**config.mk**
```make
export PLATFORM = sky130hd
export DESIGN_NAME = utf8_repair_maximal_subpart_unit
export DESIGN_NICKNAME = d
export VERILOG_FILES = /design/src/hdl/utf8rms_pkg.sv /design/src/hdl/utf8_repair_maximal_subpart_unit.sv
export SDC_FILE = /design/constraint.sdc
export NUM_CORES = 1
export LEC_CHECK = 0
export ABC_AREA = 0
export BUFFER_PORTS_ARGS = -buffer_cell sky130_fd_sc_hd__buf_2
export CORE_MARGIN = 1
export CORE_UTILIZATION = 50
export DETAILED_ROUTE_END_ITERATION = 7
export PLACE_DENSITY = 0.74
export SLEW_MARGIN = 20
export SYNTH_ARGS = -nofsm -noshare
export SYNTH_HDL_FRONTEND = slang
export SYNTH_SLANG_ARGS = --single-unit
```
**constraint.sdc**
```tcl
create_clock -name clk -period 14.65 [get_ports clk]
set_input_delay 2.93 -clock clk [delete_from_list [all_inputs] [get_ports clk]]
set_output_delay 2.93 -clock clk [all_outputs]
set_load 0.05 [all_outputs]
```
**src/hdl/utf8rms_pkg.sv**
```systemverilog
// Package of types, constants and byte classification helpers for the UTF-8 repair unit.
package utf8rms_pkg;

	localparam logic [7:0] REP_BYTE0 = 8'hEF;
	localparam logic [7:0] REP_BYTE1 = 8'hBF;
	localparam logic [7:0] REP_BYTE2 = 8'hBD;

	localparam logic [7:0] LEAD2_MIN  = 8'hC2;
	localparam logic [7:0] LEAD3_MIN  = 8'hE0;
	localparam logic [7:0] LEAD4_MIN  = 8'hF0;
	localparam logic [7:0] LEAD_LIMIT = 8'hF5;
	localparam logic [7:0] LEAD_E0    = 8'hE0;
	localparam logic [7:0] LEAD_ED    = 8'hED;
	localparam logic [7:0] LEAD_F0    = 8'hF0;
	localparam logic [7:0] LEAD_F4    = 8'hF4;
	localparam logic [7:0] CONT_MIN   = 8'h80;
	localparam logic [7:0] CONT_MAX   = 8'hBF;
	localparam logic [7:0] E0_LO      = 8'hA0;
	localparam logic [7:0] ED_HI      = 8'h9F;
	localparam logic [7:0] F0_LO      = 8'h90;
	localparam logic [7:0] F4_HI      = 8'h8F;
	localparam logic [7:0] CONT_MASK  = 8'hC0;

	typedef struct packed {
		logic [7:0] b0;
		logic [7:0] b1;
		logic [7:0] b2;
		logic [7:0] b3;
		logic [2:0] cnt;
		logic       repl;
		logic       last;
	} res_t;

	localparam res_t REP_RES = '{b0: REP_BYTE0, b1: REP_BYTE1, b2: REP_BYTE2, b3: 8'h00,
		cnt: 3'd3, repl: 1'b1, last: 1'b0};

	// Length promised by a start byte; zero for a byte that cannot begin a scalar.
	function automatic logic [2:0] lead_length(input logic [7:0] b);
		logic [2:0] len;
		priority if (b < CONT_MIN) len = 3'd1;
		else if (b < LEAD2_MIN) len = 3'd0;
		else if (b < LEAD3_MIN) len = 3'd2;
		else if (b < LEAD4_MIN) len = 3'd3;
		else if (b < LEAD_LIMIT) len = 3'd4;
		else len = 3'd0;
		return len;
	endfunction

	// Second byte range depends on the lead, excluding overlongs, surrogates and
	// values above the top of the code space.
	function automatic logic second_ok(input logic [7:0] lead, input logic [7:0] b);
		logic [7:0] lo;
		logic [7:0] hi;
		lo = CONT_MIN;
		hi = CONT_MAX;
		unique case (lead)
			LEAD_E0: lo = E0_LO;
			LEAD_ED: hi = ED_HI;
			LEAD_F0: lo = F0_LO;
			LEAD_F4: hi = F4_HI;
			default: lo = CONT_MIN;
		endcase
		return (b >= lo) && (b <= hi);
	endfunction

endpackage

```
**src/hdl/utf8_repair_maximal_subpart_unit.sv**
```systemverilog
// Top level of the UTF-8 repair unit with maximal-subpart replacement.
// A result is written into the result queue when the byte that completes it is accepted.
// Throughput: one byte a cycle; each byte gives zero, one or two results, and results leave one
// a cycle when out_stall is low, via a four-entry queue stalling input below two free slots.
// Reset: arst_n clears the held prefix and empties the queue; held bytes are not cleared.
module utf8_repair_maximal_subpart_unit (
	input  logic       clk,
	input  logic       arst_n,
	input  logic       in_valid,
	output logic       in_stall,
	input  logic [7:0] data_byte,
	input  logic       end_of_text,
	output logic       out_valid,
	input  logic       out_stall,
	output logic [7:0] out_byte0,
	output logic [7:0] out_byte1,
	output logic [7:0] out_byte2,
	output logic [7:0] out_byte3,
	output logic [2:0] byte_count,
	output logic       replaced,
	output logic       last_of_text
);
	import utf8rms_pkg::*;

	localparam int QDEPTH = 4;
	localparam int QPW    = $clog2(QDEPTH);

	logic [7:0]     pend_q [3];
	logic [1:0]     held_q;
	logic [2:0]     exp_q;

	res_t           queue_q [QDEPTH];
	logic [QPW-1:0] rd_ptr_q;
	logic [QPW-1:0] wr_ptr_q;
	logic [QPW:0]   count_q;

	logic [7:0]     pend_nx [3];
	logic [1:0]     held_nx;
	logic [2:0]     exp_nx;
	res_t           res0;
	res_t           res1;
	res_t           emit;
	logic [1:0]     nres;
	logic           start_now;
	logic           ok;
	logic [2:0]     len;
	logic           in_acc;
	logic           out_acc;
	logic [QPW-1:0] wr_ptr1;

	assign in_acc   = in_valid && !in_stall;
	assign out_acc  = out_valid && !out_stall;
	assign in_stall = count_q > (QPW+1)'(QDEPTH - 2);
	assign wr_ptr1  = wr_ptr_q + 1'b1;

	always_comb begin
		res0      = '0;
		res1      = '0;
		emit      = '0;
		nres      = 2'd0;
		start_now = 1'b0;
		pend_nx   = pend_q;
		held_nx   = held_q;
		exp_nx    = exp_q;
		len       = lead_length(data_byte);
		ok        = (held_q == 2'd1) ? second_ok(pend_q[0], data_byte)
			: ((data_byte & CONT_MASK) == CONT_MIN);

		if (held_q == 2'd0 || exp_q < 3'd2 || {1'b0, held_q} >= exp_q) begin
			held_nx   = 2'd0;
			exp_nx    = 3'd0;
			start_now = 1'b1;
		end else if (!ok) begin
			res0      = REP_RES;
			nres      = 2'd1;
			held_nx   = 2'd0;
			exp_nx    = 3'd0;
			start_now = 1'b1;
		end else if ({1'b0, held_q} + 3'd1 == exp_q) begin
			res0.b0  = pend_q[0];
			res0.cnt = exp_q;
			unique case (held_q)
				2'd1: res0.b1 = data_byte;
				2'd2: begin
					res0.b1 = pend_q[1];
					res0.b2 = data_byte;
				end
				2'd3: begin
					res0.b1 = pend_q[1];
					res0.b2 = pend_q[2];
					res0.b3 = data_byte;
				end
				default: res0.b0 = pend_q[0];
			endcase
			nres    = 2'd1;
			held_nx = 2'd0;
			exp_nx  = 3'd0;
		end else begin
			unique case (held_q)
				2'd1:    pend_nx[1] = data_byte;
				2'd2:    pend_nx[2] = data_byte;
				default: pend_nx[0] = pend_q[0];
			endcase
			held_nx = held_q + 2'd1;
		end

		// The offending or fresh byte is taken as a new start.
		if (start_now) begin
			if (len == 3'd0 || len == 3'd1) begin
				if (len == 3'd0) begin
					emit = REP_RES;
				end else begin
					emit.b0  = data_byte;
					emit.cnt = 3'd1;
				end
				if (nres == 2'd0) res0 = emit;
				else res1 = emit;
				nres = nres + 2'd1;
			end else begin
				pend_nx[0] = data_byte;
				held_nx    = 2'd1;
				exp_nx     = len;
			end
		end

		if (end_of_text) begin
			if (held_nx != 2'd0) begin
				if (nres == 2'd0) res0 = REP_RES;
				else res1 = REP_RES;
				nres = nres + 2'd1;
			end
			held_nx = 2'd0;
			exp_nx  = 3'd0;
			if (nres == 2'd2) res1.last = 1'b1;
			else if (nres == 2'd1) res0.last = 1'b1;
		end
	end

	always_ff @(posedge clk or negedge arst_n) begin
		if (!arst_n) begin
			held_q <= 2'd0;
			exp_q  <= 3'd0;
		end else if (in_acc) begin
			held_q <= held_nx;
			exp_q  <= exp_nx;
		end
	end

	always_ff @(posedge clk) begin
		if (in_acc) begin
			pend_q <= pend_nx;
		end
	end

	always_ff @(posedge clk) begin
		if (in_acc && nres != 2'd0) begin
			queue_q[wr_ptr_q] <= res0;
			if (nres == 2'd2) begin
				queue_q[wr_ptr1] <= res1;
			end
		end
	end

	always_ff @(posedge clk or negedge arst_n) begin
		if (!arst_n) begin
			rd_ptr_q <= '0;
			wr_ptr_q <= '0;
			count_q  <= '0;
		end else begin
			if (in_acc) begin
				wr_ptr_q <= wr_ptr_q + QPW'(nres);
			end
			if (out_acc) begin
				rd_ptr_q <= rd_ptr_q + 1'b1;
			end
			count_q <= count_q + (in_acc ? (QPW+1)'(nres) : '0)
				- (out_acc ? (QPW+1)'(1) : '0);
		end
	end

	assign out_valid    = count_q != '0;
	assign out_byte0    = queue_q[rd_ptr_q].b0;
	assign out_byte1    = queue_q[rd_ptr_q].b1;
	assign out_byte2    = queue_q[rd_ptr_q].b2;
	assign out_byte3    = queue_q[rd_ptr_q].b3;
	assign byte_count   = queue_q[rd_ptr_q].cnt;
	assign replaced     = queue_q[rd_ptr_q].repl;
	assign last_of_text = queue_q[rd_ptr_q].last;

	a_queue_bound: assert property (@(posedge clk) disable iff (!arst_n)
		count_q <= (QPW+1)'(QDEPTH))
		else $error("result queue holds more words than it has slots");

	a_held_prefix: assert property (@(posedge clk) disable iff (!arst_n)
		held_q != 2'd0 |-> (exp_q >= 3'd2 && {1'b0, held_q} < exp_q))
		else $error("held prefix is not shorter than its promised length");

	a_eot_clears: assert property (@(posedge clk) disable iff (!arst_n)
		in_acc && end_of_text |=> held_q == 2'd0)
		else $error("scalar still held after an end-of-text word");

	a_eot_result: assert property (@(posedge clk) disable iff (!arst_n)
		in_acc && end_of_text |-> nres != 2'd0)
		else $error("end-of-text word gave no result");

	a_rep_form: assert property (@(posedge clk) disable iff (!arst_n)
		out_valid && replaced |-> (byte_count == 3'd3 && out_byte0 == REP_BYTE0
			&& out_byte1 == REP_BYTE1 && out_byte2 == REP_BYTE2))
		else $error("replacement result is not the replacement character");

endmodule

```
==> metrics.md <==
| Metric | Value |
|---|---|
| Slew Limit Fails | `0` |
| Vias in the first global route | `6574` |
| Post-Syn Nets | `781` |
| Htree depth | `4` |
| Routed length on met1 | `9640 um` |
| Layout Nets | `795` |
| I/O pin count | `52` |
| Clk sinks | `184` |
| Worst clock skew | `0.00919 ns` |
| Post-synth EDFFs | `around 120` |
| Power density cells | `168 mW/mm^2` |
| Clock Latency Late Sink | `0.44 ns` |
| Layout overhead on the synthesized area | `9.61%` |
| Kind of cell adding the most delay to the critical path | `simple AND/OR/NAND/NOR gates` |
| Setup violations, final | `0` |
| Library cells used by synthesis | `69` |
| CTS tree | `built` |
| RePlAce Congestion | `about 0.92` |
| Post-CTS Setup Repair Bufs | `0` |
| Post-route ant nets | `0` |
| Placed instance area | `0.00934 mm^2` |
| Initial antenna violation count | `0` |
| P_leak | `0.00365 uW` |
| Critical path peak fanout | `25` |
| Root buf cell | `clkbuf_16` |
| Clock tree buffer depth | `2` |
| Remaining DRCs | `0` |
| CP most frequent cell | `inv_1` |
| Most used DFF post-synth | `edfxtp_1` |
| Total Routing Usage GR | `0.272` |
| Max_cap viols | `0` |
| Status | `finished, final reports clean` |
| Setup CP Type | `input pin to flop` |
| Die W | `around 140 um` |
| DR vias/cell | `6.63` |
| Worst path slowest cell | `inv_1` |
| DP HPWL | `16000 um` |
| Clk slew on worst S/H paths | `roughly 0.070 ns` |
| GRT Residual Overflow | `0` |
| DIE AREA | `0.0187 mm^2` |
| Max Clk Rate | `129 MHz` |
| FFs w/ async S/R, synth | `0.0652` |
| Yosys reg bits | `184` |
| Synthesized instance count | `752` |
| Std cell rows | `48` |
| DRT Pass-1 Iters | `5` |
| Required time worst endpoint | `14.71 ns` |
| Fillcell total | `~1500` |
| Starting Density | `0.517` |
| Avg WL per Cell | `23.6 um` |
| Mapped Area | `0.00907 mm^2` |
| Via Count | `6652` |
| Top sig layer | `met4` |
| Global-route wire length before repair | `37300 um` |
| Final instance area | `0.00995 mm^2` |
| Syn Area/Cell | `12.1 um^2` |
| Final setup TNS | `0 ns` |
| CORE AREA | `0.0175 mm^2` |
| Antenna fix cells | `0` |
| Share of cells above drive strength 1 | `0.189` |
| DR WL met3 | `2150 um` |
| Synth warnings | `0` |
| TritonCTS Buffers | `17` |
| Crit. End Element | `flop` |
| Worst-Margin Slew | `1.09 ns` |
| Met2 Routed Length | `11500 um` |
| RSZ-0062 raised after global routing | `false` |
| Startpoint Class | `input pin` |
| CP Buf/Inv Count | `5` |
| Post_cts resized | `0` |
| CP peak stage delay | `roughly 0.80 ns` |
| CTS Hold Bufs | `0` |
| Hold Crit Class | `flop to flop` |
| DRT iter0 DRCs | `between 700 and 800` |
| WL final | `around 24000 um` |
| Port-buffer cells | `51` |
| Largest net degree at the start of global routing | `40` |
| Fin crit period | `7.73 ns` |
| Crit path cell chain | `buf_2, or3_4, o311ai_1, nor2_1, inv_1, ha_1, inv_1, a41oi_1, inv_1, ha_1, nand3_1, nor4_1, a21oi_1, or2_2, o31a_1, inv_1` |
| Post-synthesis sequential area ratio | `0.549` |
| Period utilization | `0.528` |
| Endpoints failing hold | `0` |
| Chip height | `137 um` |
| Slew HR | `0.272` |
| Maximum VDD drop | `0.103 mV` |
| Crit path DAT | `7.79 ns` |
==> sequential cells by signal, indices dropped and copies added, names as in the netlist <==
name      flops
queue_q     148
pend_q       24
count_q       3
exp_q         3
held_q        2
rd_ptr_q      2
wr_ptr_q      2
==> worst paths after layout <==
path | slack, ns | startpoint | depth (start not counted) | end
worst max-delay path | 6.92 | data_byte[3] | 16 | queue_q[3][25]
worst min-delay path | 0.46 | queue_q[0][10] | 2 | queue_q[0][10]
worst max register to register | 8.94 | pend_q[17] | 20 | queue_q[3][25]
worst min register to register | 0.46 | queue_q[0][10] | 2 | queue_q[0][10]
max in group asynchronous | 12.05 | arst_n | 1 | rd_ptr_q[0]
min in group asynchronous | 2.36 | arst_n | 1 | held_q[1]
==> cell usage after synthesis, types with 3 or more instances <==
cell type,instances,area share
buf_2,10,0.0055
xnor2_1,5,0.0048
a31oi_1,3,0.0021
o31ai_1,5,0.0041
edfxtp_1,124,0.41
clkbuf_1,33,0.014
inv_1,18,0.0074
nand2_1,61,0.025
ha_1,15,0.021
o22ai_1,36,0.025
mux4_2,37,0.092
nor2_1,37,0.015
dfrtp_1,12,0.033
buf_6,11,0.014
a21oi_1,32,0.018
o21ai_1,6,0.0033
or2_2,6,0.0041
a31o_2,4,0.0039
nor2b_1,5,0.0034
a22o_1,15,0.014
nand3_1,8,0.0044
nor4_1,4,0.0028
dfxtp_1,48,0.11
or3_1,7,0.0048
o211ai_1,3,0.0025
and3_1,6,0.0041
a211oi_1,7,0.0058
mux2i_1,27,0.030
o311ai_0,14,0.014
nor3_1,8,0.0044
nand2b_1,8,0.0055
buf_1,8,0.0033
o21ai_0,83,0.046
==> stage by stage <==
| step | cells | total power [uW] | hold slack, ns | worst slack, ns | utilization |
|---|---|---|---|---|---|
| global placement | 972 | 1200 | 0.442 | 6.65 | 0.532 |
| detailed placement | 972 | 1220 | 0.448 | 6.58 | 0.532 |
| finish | 1004 | 1670 | 0.461 | 6.92 | 0.567 |
| floorplan | 752 | 1090 | 0.424 | 7.44 | - |
| global route | 1004 | 1730 | 0.483 | 6.52 | 0.567 |
| CTS | 1004 | 1670 | 0.463 | 7.01 | 0.567 |
==> cells by family (layout without fill, tap and decap cells) <==
family	after synthesis	count (layout)	share of synthesized area
compound gates	235	235	0.168
xor+xnor	7	7	0.00676
fa+ha+maj	16	16	0.0229
buf+inv	82	109	0.0452
flops	184	184	0.549
mux	64	64	0.122
simple gates	164	164	0.0863
==> layout make-up <==
type / instances / area, um^2 / share of cell area
Clock inverter: 11 / 97.6 / 0.00981
Sequential cell: 184 / 4990 / 0.501
Timing Repair Buffer: 59 / 315 / 0.0317
Inverter: 18 / 67.6 / 0.00679
Clock buffer: 21 / 504 / 0.0507
Multi-Input combinational cell: 486 / 3690 / 0.371
Tap cell: 225 / 282 / 0.0283
==> layout by cell type (no fill, tap or decap), types with 6 or more instances in the layout <==
cell type	instances
a22o_1	15
edfxtp_1	124
nand2_1	58
nor3_1	8
dfxtp_1	48
o21ai_1	6
nor2_1	36
o311ai_0	14
mux4_2	37
or2_2	6
or3_1	7
and3_1	6
mux2i_1	27
a21oi_1	32
nand3_1	8
o22ai_1	36
buf_2	51
o21ai_0	83
dfrtp_1	11
ha_1	15
clkbuf_16	20
nand2b_1	8
inv_1	19
a211oi_1	7
buf_4	8
==> power breakdown <==
part | total (uW) | switching, uW | internal (uW)
Sequential | 626 | 23.6 | 602
Clock | 461 | 207 | 254
Combinational | 582 | 407 | 175
Total | 1670 | 638 | 1030
==> worst reg2reg max path: cells and delay by family (launching register included) <==
kind / cells / cell delay (ns)
AO/OA/AOI/OAI: 4 / 0.95
adder cells (fa/ha/maj): 3 / 0.85
buffers and inverters: 3 / 0.95
flip-flops: 1 / 0.44
AND/OR/NAND/NOR: 10 / 2.14
==> metal layers <==
layer  track usage  vias up
met5             0        -
met4        0.0981        0
met3        0.0563       34
met2         0.435      358
met1         0.366     3319
li1              -     2941
No activity file was read; power rests on OpenSTA's default activity.
